**config.mk**
```make
export PLATFORM = sky130hd
export DESIGN_NAME = dc_motor_euler_step_unit
export DESIGN_NICKNAME = d
export VERILOG_FILES = /design/src/hw/rtl/dces_pkg.sv /design/src/hw/rtl/dces_sequencer.sv /design/src/hw/rtl/dces_datapath.sv /design/src/hw/rtl/dc_motor_euler_step_unit.sv
export SDC_FILE = /design/constraint.sdc
export NUM_CORES = 2
export LEC_CHECK = 0
export ABC_AREA = 1
export BUFFER_PORTS_ARGS = -buffer_cell sky130_fd_sc_hd__buf_2
export CAP_MARGIN = 20
export CELL_PAD_IN_SITES_DETAIL_PLACEMENT = 1
export CELL_PAD_IN_SITES_GLOBAL_PLACEMENT = 2
export CORE_MARGIN = 4
export CORE_UTILIZATION = 42
export CTS_CLUSTER_SIZE = 28
export DETAILED_ROUTE_END_ITERATION = 6
export PLACE_DENSITY = 0.85
export SLEW_MARGIN = 20
export SYNTH_ARGS = -nofsm -noshare
export SYNTH_HDL_FRONTEND = slang
export SYNTH_SLANG_ARGS = --single-unit
```
**constraint.sdc**
```tcl
create_clock -name i_clk -period 16.5 [get_ports i_clk]
set_clock_uncertainty 0.2 [all_clocks]
set_input_delay 3.3 -clock i_clk [delete_from_list [all_inputs] [get_ports i_clk]]
set_output_delay 3.3 -clock i_clk [all_outputs]
set_load 0.02 [all_outputs]
```
**src/hw/rtl/dces_pkg.sv**
```systemverilog
// ----------------------------------------------------------------------------
// dces_pkg: shared types, constants and microcode for the DC motor step unit
// Holds the item structs, the coefficient set, the control word layout and
// the read-only microprogram that the sequencer walks through.
// ----------------------------------------------------------------------------
package dces_pkg;

    // Field and datapath widths.
    localparam int VAL_W     = 32;              // state, input and output values
    localparam int COEF_W    = 31;              // configuration coefficients
    localparam int PROD_W    = VAL_W + COEF_W;  // one 32 x 31 partial product
    localparam int SUM_W     = 58;              // exact sums, capped product plus state
    localparam int Q_W       = SUM_W - 1;       // magnitude of a capped gain product
    localparam int PC_W      = 4;
    localparam int UC_DEPTH  = 1 << PC_W;
    localparam int CFG_IDX_W = 3;

    // Configuration register indexes.
    localparam logic [CFG_IDX_W-1:0] CFG_RESISTANCE = 3'd0;
    localparam logic [CFG_IDX_W-1:0] CFG_BACK_EMF   = 3'd1;
    localparam logic [CFG_IDX_W-1:0] CFG_TORQUE     = 3'd2;
    localparam logic [CFG_IDX_W-1:0] CFG_FRICTION   = 3'd3;
    localparam logic [CFG_IDX_W-1:0] CFG_STEP_IND   = 3'd4;
    localparam logic [CFG_IDX_W-1:0] CFG_STEP_INER  = 3'd5;

    // Input and result items.
    typedef struct packed {
        logic signed [VAL_W-1:0] voltage;
        logic signed [VAL_W-1:0] load_torque;
        logic                    clear;
    } t_in_item;

    typedef struct packed {
        logic signed [VAL_W-1:0] current;
        logic signed [VAL_W-1:0] speed;
        logic                    saturated;
    } t_out_item;

    // Motor coefficients as held in the configuration registers.
    typedef struct packed {
        logic [COEF_W-1:0] resistance;
        logic [COEF_W-1:0] back_emf;
        logic [COEF_W-1:0] torque;
        logic [COEF_W-1:0] friction;
        logic [COEF_W-1:0] step_ind;
        logic [COEF_W-1:0] step_iner;
    } t_coefs;

    // Multiplier operand A: state magnitudes or a half of the accumulator magnitude.
    typedef enum logic [1:0] {
        MA_CUR,
        MA_SPD,
        MA_ACC_LO,
        MA_ACC_HI
    } t_mul_a;

    // Multiplier operand B: one of the coefficients.
    typedef enum logic [2:0] {
        CF_RES,
        CF_KE,
        CF_KT,
        CF_FRIC,
        CF_DTL,
        CF_DTJ
    } t_coef_sel;

    // Accumulator operations.
    typedef enum logic [2:0] {
        ACC_NOP,
        ACC_LD_U,
        ACC_LD_NTL,
        ACC_ADD_P,
        ACC_SUB_P,
        ACC_ADD_Q_CUR,
        ACC_ADD_Q_SPD
    } t_acc_op;

    // Gain product assembly: keep the low half, then fold in the high half.
    typedef enum logic [1:0] {
        Q_NOP,
        Q_LO,
        Q_CAP
    } t_q_op;

    // Result stores.
    typedef enum logic [1:0] {
        ST_NOP,
        ST_NI,
        ST_OUT,
        ST_CLR
    } t_st_op;

    // Sequencing.
    typedef enum logic [1:0] {
        SQ_NEXT,
        SQ_JMP_CLR,
        SQ_DONE
    } t_seq_op;

    typedef struct packed {
        logic      mul_en;
        t_mul_a    mul_a;
        t_coef_sel mul_b;
        t_acc_op   acc_op;
        t_q_op     q_op;
        t_st_op    st_op;
        t_seq_op   seq;
    } t_ctrl;

    // Status from the datapath to the sequencer.
    typedef struct packed {
        logic clear;
        logic out_blocked;
    } t_stat;

    typedef enum logic {
        SEQ_IDLE,
        SEQ_RUN
    } t_seq_state;

    localparam t_ctrl CTRL_NOP = '{1'b0, MA_CUR, CF_RES, ACC_NOP, Q_NOP, ST_NOP, SQ_NEXT};

    localparam logic [PC_W-1:0] UC_START = 4'd0;
    localparam logic [PC_W-1:0] UC_CLEAR = 4'd15;

    // Microprogram. A product issued in one step is in the product register
    // for the next step, so issue and use of products overlap.
    //        mul   A          B        acc            q      store   seq
    localparam t_ctrl UCODE [UC_DEPTH] = '{
        // Current error: u - R*i - Ke*w. A clear item jumps straight to the clear step.
        '{1'b1, MA_CUR,    CF_RES,  ACC_LD_U,      Q_NOP, ST_NOP, SQ_JMP_CLR},
        '{1'b1, MA_SPD,    CF_KE,   ACC_SUB_P,     Q_NOP, ST_NOP, SQ_NEXT},
        '{1'b0, MA_CUR,    CF_RES,  ACC_SUB_P,     Q_NOP, ST_NOP, SQ_NEXT},
        // Current gain product in two halves, then the new current.
        '{1'b1, MA_ACC_LO, CF_DTL,  ACC_NOP,       Q_NOP, ST_NOP, SQ_NEXT},
        '{1'b1, MA_ACC_HI, CF_DTL,  ACC_NOP,       Q_LO,  ST_NOP, SQ_NEXT},
        '{1'b0, MA_CUR,    CF_RES,  ACC_NOP,       Q_CAP, ST_NOP, SQ_NEXT},
        '{1'b0, MA_CUR,    CF_RES,  ACC_ADD_Q_CUR, Q_NOP, ST_NOP, SQ_NEXT},
        // Park the new current; speed error: Kt*i - B*w - Tload.
        '{1'b1, MA_CUR,    CF_KT,   ACC_LD_NTL,    Q_NOP, ST_NI,  SQ_NEXT},
        '{1'b1, MA_SPD,    CF_FRIC, ACC_ADD_P,     Q_NOP, ST_NOP, SQ_NEXT},
        '{1'b0, MA_CUR,    CF_RES,  ACC_SUB_P,     Q_NOP, ST_NOP, SQ_NEXT},
        // Speed gain product in two halves, then the new speed.
        '{1'b1, MA_ACC_LO, CF_DTJ,  ACC_NOP,       Q_NOP, ST_NOP, SQ_NEXT},
        '{1'b1, MA_ACC_HI, CF_DTJ,  ACC_NOP,       Q_LO,  ST_NOP, SQ_NEXT},
        '{1'b0, MA_CUR,    CF_RES,  ACC_NOP,       Q_CAP, ST_NOP, SQ_NEXT},
        '{1'b0, MA_CUR,    CF_RES,  ACC_ADD_Q_SPD, Q_NOP, ST_NOP, SQ_NEXT},
        // Commit state and present the result.
        '{1'b0, MA_CUR,    CF_RES,  ACC_NOP,       Q_NOP, ST_OUT, SQ_DONE},
        // Clear: zero the state and present a zero result.
        '{1'b0, MA_CUR,    CF_RES,  ACC_NOP,       Q_NOP, ST_CLR, SQ_DONE}
    };

endpackage

```
**src/hw/rtl/dces_sequencer.sv**
```systemverilog
// ----------------------------------------------------------------------------
// dces_sequencer: step counter and microcode fetch
// Accepts an input item when idle, walks the microprogram one control word
// per cycle, and holds the final step while the last result is stalled.
// ----------------------------------------------------------------------------
module dces_sequencer
    import dces_pkg::*;
(
    input  logic  i_clk,
    input  logic  i_rst_n,
    input  logic  i_in_valid,
    output logic  o_in_stall,
    input  t_stat i_stat,
    output logic  o_in_accept,
    output t_ctrl o_ctrl
);

    t_seq_state      r_state;
    t_seq_state      n_state;
    logic [PC_W-1:0] r_pc;
    logic [PC_W-1:0] n_pc;
    t_ctrl           rom_word;
    logic            step_hold;

    // Current control word; a store step waits while the last result is stalled.
    assign rom_word  = UCODE[r_pc];
    assign step_hold = (rom_word.st_op inside {ST_OUT, ST_CLR}) && i_stat.out_blocked;

    // Next state and step counter.
    always_comb begin
        n_state = r_state;
        n_pc    = r_pc;
        unique case (r_state)
            SEQ_IDLE: begin
                if (i_in_valid) begin
                    n_state = SEQ_RUN;
                    n_pc    = UC_START;
                end
            end
            SEQ_RUN: begin
                if (!step_hold) begin
                    unique case (rom_word.seq)
                        SQ_NEXT:    n_pc = PC_W'(r_pc + 1'b1);
                        SQ_JMP_CLR: n_pc = i_stat.clear ? UC_CLEAR : PC_W'(r_pc + 1'b1);
                        SQ_DONE:    n_state = SEQ_IDLE;
                        default:    n_pc = r_pc;
                    endcase
                end
            end
            default: n_state = SEQ_IDLE;
        endcase
    end

    // Handshake and control word issue.
    always_comb begin
        o_in_stall  = 1'b1;
        o_in_accept = 1'b0;
        o_ctrl      = CTRL_NOP;
        unique case (r_state)
            SEQ_IDLE: begin
                o_in_stall  = 1'b0;
                o_in_accept = i_in_valid;
            end
            SEQ_RUN: begin
                if (!step_hold) begin
                    o_ctrl = rom_word;
                end
            end
            default: o_in_stall = 1'b1;
        endcase
    end

    always_ff @(posedge i_clk) begin
        if (!i_rst_n) begin
            r_state <= SEQ_IDLE;
            r_pc    <= UC_START;
        end else begin
            r_state <= n_state;
            r_pc    <= n_pc;
        end
    end

endmodule

```
**src/hw/rtl/dces_datapath.sv**
```systemverilog
// ----------------------------------------------------------------------------
// dces_datapath: shared multiplier, accumulator and state registers
// Executes the control words of the sequencer: one 32 x 31 product per
// cycle, exact wide accumulation, capped gain products and saturation.
// ----------------------------------------------------------------------------
module dces_datapath
    import dces_pkg::*;
#(
    parameter int FRAC_BITS = 16
) (
    input  logic      i_clk,
    input  logic      i_rst_n,
    input  t_ctrl     i_ctrl,
    input  logic      i_in_accept,
    input  t_in_item  i_in_data,
    input  t_coefs    i_coefs,
    input  logic      i_out_stall,
    output t_stat     o_stat,
    output logic      o_out_valid,
    output t_out_item o_out_data
);

    // The high partial product is weighted 2^32 before the fraction shift.
    localparam int HI_SHIFT = VAL_W - FRAC_BITS;
    localparam logic [PROD_W-1:0] HI_LIMIT = PROD_W'(1) << (Q_W - 1 - HI_SHIFT);
    localparam logic [SUM_W-1:0]  Q_CAP_SUM = SUM_W'(1) << (Q_W - 1);
    localparam logic [Q_W-1:0]    Q_CAP_VAL = Q_W'(1) << (Q_W - 1);
    localparam logic signed [SUM_W-1:0] SAT_MAX =
        $signed({{(SUM_W - VAL_W + 1){1'b0}}, {(VAL_W - 1){1'b1}}});
    localparam logic signed [SUM_W-1:0] SAT_MIN =
        $signed({{(SUM_W - VAL_W + 1){1'b1}}, {(VAL_W - 1){1'b0}}});

    // Latched item and working registers.
    logic signed [VAL_W-1:0] r_u;
    logic signed [VAL_W-1:0] r_tl;
    logic                    r_clear;
    logic signed [VAL_W-1:0] r_cur;
    logic signed [VAL_W-1:0] r_spd;
    logic signed [SUM_W-1:0] r_acc;
    logic signed [SUM_W-1:0] n_acc;
    logic [PROD_W-1:0]       r_prod;
    logic [PROD_W-1:0]       n_prod;
    logic                    r_pneg;
    logic                    r_qneg;
    logic [Q_W-1:0]          r_q;
    logic [Q_W-1:0]          n_q;
    logic signed [VAL_W-1:0] r_ni;
    logic                    r_ni_clip;
    logic                    r_out_valid;
    t_out_item               r_out;

    logic [VAL_W-1:0]        cur_mag;
    logic [VAL_W-1:0]        spd_mag;
    logic [SUM_W-1:0]        acc_mag;
    logic [VAL_W-1:0]        mul_a;
    logic                    mul_sign;
    logic [COEF_W-1:0]       mul_b;
    logic [PROD_W-1:0]       p_shift;
    logic [SUM_W-1:0]        p_mag;
    logic signed [SUM_W-1:0] p_signed;
    logic [SUM_W-1:0]        hi_sh;
    logic [SUM_W-1:0]        q_sum;
    logic signed [SUM_W-1:0] q_ext;
    logic signed [SUM_W-1:0] q_signed;
    logic signed [SUM_W-1:0] u_ext;
    logic signed [SUM_W-1:0] tl_ext;
    logic signed [SUM_W-1:0] cur_ext;
    logic signed [SUM_W-1:0] spd_ext;
    logic                    sat_hi;
    logic                    sat_lo;
    logic                    sat_clip;
    logic signed [VAL_W-1:0] sat_val;

    // Magnitudes of the signed operands.
    assign cur_mag = r_cur[VAL_W-1] ? $unsigned(-r_cur) : $unsigned(r_cur);
    assign spd_mag = r_spd[VAL_W-1] ? $unsigned(-r_spd) : $unsigned(r_spd);
    assign acc_mag = r_acc[SUM_W-1] ? $unsigned(-r_acc) : $unsigned(r_acc);

    // Operand selection for the shared multiplier.
    always_comb begin
        mul_a    = cur_mag;
        mul_sign = 1'b0;
        unique case (i_ctrl.mul_a)
            MA_CUR: begin
                mul_a    = cur_mag;
                mul_sign = r_cur[VAL_W-1];
            end
            MA_SPD: begin
                mul_a    = spd_mag;
                mul_sign = r_spd[VAL_W-1];
            end
            MA_ACC_LO: mul_a = acc_mag[VAL_W-1:0];
            MA_ACC_HI: mul_a = {{(2 * VAL_W - SUM_W){1'b0}}, acc_mag[SUM_W-1:VAL_W]};
        endcase
    end

    always_comb begin
        unique case (i_ctrl.mul_b)
            CF_RES:  mul_b = i_coefs.resistance;
            CF_KE:   mul_b = i_coefs.back_emf;
            CF_KT:   mul_b = i_coefs.torque;
            CF_FRIC: mul_b = i_coefs.friction;
            CF_DTL:  mul_b = i_coefs.step_ind;
            CF_DTJ:  mul_b = i_coefs.step_iner;
            default: mul_b = '0;
        endcase
    end

    assign n_prod = {{COEF_W{1'b0}}, mul_a} * {{VAL_W{1'b0}}, mul_b};

    // Coefficient term: magnitude shifted down (truncates toward zero), then signed.
    assign p_shift  = r_prod >> FRAC_BITS;
    assign p_mag    = p_shift[SUM_W-1:0];
    assign p_signed = r_pneg ? -$signed(p_mag) : $signed(p_mag);

    // Gain product: fold the high half onto the low half and cap the magnitude.
    assign hi_sh = SUM_W'(r_prod << HI_SHIFT);
    assign q_sum = hi_sh + {1'b0, r_q};

    always_comb begin
        unique case (i_ctrl.q_op)
            Q_NOP: n_q = r_q;
            Q_LO:  n_q = p_shift[Q_W-1:0];
            Q_CAP: n_q = ((r_prod >= HI_LIMIT) || (q_sum > Q_CAP_SUM)) ? Q_CAP_VAL
                                                                       : q_sum[Q_W-1:0];
            default: n_q = r_q;
        endcase
    end

    assign q_ext    = $signed({1'b0, r_q});
    assign q_signed = r_qneg ? -q_ext : q_ext;

    // Sign extension of the narrow values.
    assign u_ext   = $signed({{(SUM_W - VAL_W){r_u[VAL_W-1]}}, r_u});
    assign tl_ext  = $signed({{(SUM_W - VAL_W){r_tl[VAL_W-1]}}, r_tl});
    assign cur_ext = $signed({{(SUM_W - VAL_W){r_cur[VAL_W-1]}}, r_cur});
    assign spd_ext = $signed({{(SUM_W - VAL_W){r_spd[VAL_W-1]}}, r_spd});

    // Accumulator.
    always_comb begin
        unique case (i_ctrl.acc_op)
            ACC_NOP:       n_acc = r_acc;
            ACC_LD_U:      n_acc = u_ext;
            ACC_LD_NTL:    n_acc = -tl_ext;
            ACC_ADD_P:     n_acc = r_acc + p_signed;
            ACC_SUB_P:     n_acc = r_acc - p_signed;
            ACC_ADD_Q_CUR: n_acc = cur_ext + q_signed;
            ACC_ADD_Q_SPD: n_acc = spd_ext + q_signed;
            default:       n_acc = r_acc;
        endcase
    end

    // Saturation of the accumulator to the 32-bit range.
    assign sat_hi   = r_acc > SAT_MAX;
    assign sat_lo   = r_acc < SAT_MIN;
    assign sat_clip = sat_hi || sat_lo;
    assign sat_val  = sat_hi ? SAT_MAX[VAL_W-1:0] :
                      sat_lo ? SAT_MIN[VAL_W-1:0] : r_acc[VAL_W-1:0];

    // Motor state and result handshake.
    always_ff @(posedge i_clk) begin
        if (!i_rst_n) begin
            r_cur       <= '0;
            r_spd       <= '0;
            r_out_valid <= 1'b0;
            r_clear     <= 1'b0;
        end else begin
            if (i_in_accept) begin
                r_clear <= i_in_data.clear;
            end
            unique case (i_ctrl.st_op)
                ST_OUT: begin
                    r_cur <= r_ni;
                    r_spd <= sat_val;
                end
                ST_CLR: begin
                    r_cur <= '0;
                    r_spd <= '0;
                end
                default: begin
                    r_cur <= r_cur;
                end
            endcase
            if (i_ctrl.st_op inside {ST_OUT, ST_CLR}) begin
                r_out_valid <= 1'b1;
            end else if (r_out_valid && !i_out_stall) begin
                r_out_valid <= 1'b0;
            end
        end
    end

    // Working registers and result payload.
    always_ff @(posedge i_clk) begin
        if (i_in_accept) begin
            r_u  <= i_in_data.voltage;
            r_tl <= i_in_data.load_torque;
        end
        if (i_ctrl.mul_en) begin
            r_prod <= n_prod;
            r_pneg <= mul_sign;
            if (i_ctrl.mul_a == MA_ACC_LO) begin
                r_qneg <= r_acc[SUM_W-1];
            end
        end
        r_acc <= n_acc;
        r_q   <= n_q;
        unique case (i_ctrl.st_op)
            ST_NI: begin
                r_ni      <= sat_val;
                r_ni_clip <= sat_clip;
            end
            ST_OUT: begin
                r_out.current   <= r_ni;
                r_out.speed     <= sat_val;
                r_out.saturated <= r_ni_clip || sat_clip;
            end
            ST_CLR: begin
                r_out <= '0;
            end
            default: begin
                r_ni <= r_ni;
            end
        endcase
    end

    assign o_stat.clear       = r_clear;
    assign o_stat.out_blocked = r_out_valid && i_out_stall;
    assign o_out_valid        = r_out_valid;
    assign o_out_data         = r_out;

endmodule

```
**src/hw/rtl/dc_motor_euler_step_unit.sv**
```systemverilog
// ----------------------------------------------------------------------------
// dc_motor_euler_step_unit: DC motor plant, one forward Euler step per item
// Keeps armature current and shaft speed in signed fixed point and advances
// both from their old values on each stepping item; a clear item zeroes them.
//
//   Channel | Direction | Handshake        | Payload
//   --------+-----------+------------------+--------------------------------
//   in      | input     | valid / stall    | voltage, load_torque, clear
//   out     | output    | valid / stall    | current, speed, saturated
//   cfg     | input     | valid / ready    | register index, write data
//
// After acceptance a stepping item walks 15 microcode steps and the sequencer
// returns to idle for the next acceptance, paced by eight passes through one
// shared 32 x 31 multiplier (four coefficient products, and two gain products
// taken in two halves each). A clear item runs only the first and the clear
// steps. The result register lets the next item be accepted while a result
// still waits; the final step holds only while that result is stalled. Reset
// zeroes the state and all coefficients; there is no clearing pass.
// ----------------------------------------------------------------------------
module dc_motor_euler_step_unit
    import dces_pkg::*;
#(
    parameter int FRAC_BITS = 16
) (
    input  logic                 i_clk,
    input  logic                 i_rst_n,
    input  logic                 i_in_valid,
    output logic                 o_in_stall,
    input  t_in_item             i_in_data,
    output logic                 o_out_valid,
    input  logic                 i_out_stall,
    output t_out_item            o_out_data,
    input  logic                 i_cfg_valid,
    output logic                 o_cfg_ready,
    input  logic [CFG_IDX_W-1:0] i_cfg_index,
    input  logic [VAL_W-1:0]     i_cfg_data
);

    t_coefs r_coefs;
    t_ctrl  ctrl;
    t_stat  stat;
    logic   in_accept;

    // Configuration registers; writes to an unknown index are dropped.
    assign o_cfg_ready = 1'b1;

    always_ff @(posedge i_clk) begin
        if (!i_rst_n) begin
            r_coefs <= '0;
        end else if (i_cfg_valid && o_cfg_ready) begin
            case (i_cfg_index)
                CFG_RESISTANCE: r_coefs.resistance <= i_cfg_data[COEF_W-1:0];
                CFG_BACK_EMF:   r_coefs.back_emf   <= i_cfg_data[COEF_W-1:0];
                CFG_TORQUE:     r_coefs.torque     <= i_cfg_data[COEF_W-1:0];
                CFG_FRICTION:   r_coefs.friction   <= i_cfg_data[COEF_W-1:0];
                CFG_STEP_IND:   r_coefs.step_ind   <= i_cfg_data[COEF_W-1:0];
                CFG_STEP_INER:  r_coefs.step_iner  <= i_cfg_data[COEF_W-1:0];
                default:        r_coefs <= r_coefs;
            endcase
        end
    end

    // Step counter and microcode.
    dces_sequencer u_sequencer (
        .i_clk       (i_clk),
        .i_rst_n     (i_rst_n),
        .i_in_valid  (i_in_valid),
        .o_in_stall  (o_in_stall),
        .i_stat      (stat),
        .o_in_accept (in_accept),
        .o_ctrl      (ctrl)
    );

    // Arithmetic and state.
    dces_datapath #(
        .FRAC_BITS (FRAC_BITS)
    ) u_datapath (
        .i_clk       (i_clk),
        .i_rst_n     (i_rst_n),
        .i_ctrl      (ctrl),
        .i_in_accept (in_accept),
        .i_in_data   (i_in_data),
        .i_coefs     (r_coefs),
        .i_out_stall (i_out_stall),
        .o_stat      (stat),
        .o_out_valid (o_out_valid),
        .o_out_data  (o_out_data)
    );

endmodule
```
==> out/results.tsv <==
metric	value	unit
path_max_fanout	34	
cts-root-buf	clkbuf_16	
nNetsFinal	11500	
core	177000	um^2
clk_latency	0.71	ns
yosysSeqAreaShare	20.5	%
drtIter0Drc	5513	
dp_hpwl	264	mm
start_util	42.4	%
cts_tree	built	
vdd_drop_max	0.0741	mV
max_slew_margin	20.0	%
netlist_area	75100	um^2
cts_buffers	74	
synth-seq-cells	599	
finalHoldViolCount	0	
worst_slack	4.16	ns
grt_max_degree	116	
arrival	12.58	ns
min_from	r_coefs[85]	
yosys.area.top_type	fa_1	
synth_edf_count	342	
dp.cells	12400	
fillers	22200	
synthCells	10100	
rows	154	
maxCapViolCount	0	
slew_violations	0	
ctsResizeCount	0	
htreeDepth	3	
die-area	186000	um^2
syn_nets	11500	
path_clk_slew	0.06	ns
yosysWarnings	0	
ant_nets	0	
yosys.cell_count.top_type	inv_1	
cts.sink_count	599	
worstMarginPinSlew	1.19	ns
critical-path-max-stage-delay	0.81	ns
fp.dieW	431	um
wl	331	mm
startpoint_type	register	
cts_setup_buffers	0	
synth_area_leaders	fa_1 23%, edfxtp_1 14%, inv_1 9.3%, nand2_1 9.2%, ha_1 7.1%	
die_h	431	um
grt_overflow	0	
finalCritPeriodShare	74.8	%
port_buffers	170	
synth_commonest_cells	1867 x inv_1, 1831 x nand2_1, 1388 x nor2_1	
syn_area_per_cell	7.47	um^2
critical_path_class	register to register	
num_vias	71200	
io_pins	173	
p_per_area	66.5	nW/um^2
fin_crit	12.34	ns
synth_flop_cell	edfxtp_1	
synth.top_cell.area_share	23.2	%
antenna_found_initial	9	
min_path_type	register to register	
status	finished clean	
vias_per_cell	5.68	
area_delta_synth_final	8.01	%
setup_viol	0	
r2r-start	u_sequencer.r_pc[1]	
finalNonFillerCells	12500	
regArea	15400	um^2
dp_slack	4.08	ns
cts-hold-fix-buffers	0	
drive_gt1_share	6.51	%
gp_congestion	0.992	
grt_util_all_layers	35.4	%
rsz0062_at_grt	false	
leakage	38.2	nW
cpMaxStageDelayCell	inv_2	
route.detailed.drc	0	
fin_tns_setup	0	ns
critPathRequiredTime	16.74	ns
drt_pass1_iterations	5	
multi_input_area	51100	um^2
grt_pass1_vias	75000	
synth_async_sr_flop_share	0	%
grt_pass1_wl	490	mm
crit_top_cell	inv_1	
synth_cell_types	74	
cts.path.max_buffers	3	
fmax	0.0810	GHz
setup.worst_path.end_class	register	
startpoint	u_sequencer.r_pc[1]	
wl_per_cell	26.4	um
-- cells in the final DEF (no fill, tap or decap), types with 74 or more instances in the layout --
| cell type | synthesis | routed |
|---|---|---|
| a31oi_1 | 81 | 81 |
| a21oi_1 | 492 | 491 |
| nor3_1 | 96 | 95 |
| edfxtp_1 | 342 | 342 |
| inv_1 | 1867 | 1863 |
| buf_4 | 14 | 155 |
| o21ai_0 | 584 | 572 |
| ha_1 | 427 | 427 |
| xor2_1 | 161 | 161 |
| clkbuf_16 | 0 | 74 |
| fa_1 | 869 | 869 |
| dfxtp_1 | 257 | 257 |
| buf_2 | 137 | 169 |
| nand3_1 | 547 | 544 |
| nand2_1 | 1831 | 1825 |
| nand4_1 | 94 | 94 |
| nor2_1 | 1388 | 1384 |
-- metrics by stage --
stage	utilization, %	hold slack (ns)	total power, W	instance area [um^2]
3_5_place_dp	44.4	0.244	0.00369	78600
6_report	45.8	0.250	0.00540	81100
4_1_cts	45.8	0.253	0.00538	81100
5_1_grt	45.8	0.266	0.00565	81100
2_1_floorplan	-	0.224	0.00291	75100
3_3_place_gp	44.4	0.235	0.00366	78600
-- state kept, by name, summed over array words and instances, names as in the netlist, 57 cells and up --
name / flops
r_coefs: 186
u_datapath.o_out_data: 65
u_datapath.r_acc: 58
u_datapath.r_prod: 63
u_datapath.r_q: 57
-- final timing paths --
path	endpoint	slack [ns]	depth (start not counted)
setup / recovery	u_datapath.r_prod[57]	4.16	39
hold / removal	r_coefs[85]	0.25	2
setup reg to reg	u_datapath.r_prod[57]	4.16	39
hold reg to reg	r_coefs[85]	0.25	2
-- critical path: cells and delay by family, from the launching register on --
family / cells / cell delay [ns]
DFF: 1 / 0.48
adders and majority gates: 10 / 4.96
buffers and inverters: 11 / 2.38
xor gates and xnor gates: 1 / 0.10
and+or+nand+nor: 13 / 3.18
AOI/OAI and AO/OA: 4 / 0.67
-- metal layers --
| layer | vias up | GRT usage [%] | wire [um] |
|---|---|---|---|
| met1 | 35800 | 44.4 | 134000 |
| met5 | - | 0 | 41 |
| met4 | 6 | 21.9 | 24700 |
| met3 | 754 | 6.17 | 22200 |
| li1 | 31900 | - | - |
| met2 | 2651 | 56.8 | 150000 |
-- power breakdown --
| group | leakage, nW | total, W | internal [W] | switching [W] |
|---|---|---|---|---|
| Sequential | 5.29 | 0.00182 | 0.00169 | 0.000139 |
| Clock | 1.18 | 0.00168 | 0.000956 | 0.000727 |
| Combinational | 31.7 | 0.00189 | 0.000514 | 0.00137 |
-- layout make-up --
class                   count  area share, %
diodes                     10         0.0308
clock buffers              96           2.43
clock inverters            39          0.598
inverters                1910           8.84
multi-input cells        7200           63.0
flip-flops and latches    599           19.0
well taps                2340           3.61
repair buffers            325           2.50
-- logic make-up after synthesis --
kind of cell    after synthesis  synth area share (%)
other cells                   1               0.00499
compound gates             1489                  11.2
buf+inv                    2257                  11.7
xor+xnor                    225                  2.62
fa+ha+maj                  1296                  30.3
simple gates               4189                  23.7
flops                       599                  20.5
(Power assumes the default switching activity.)
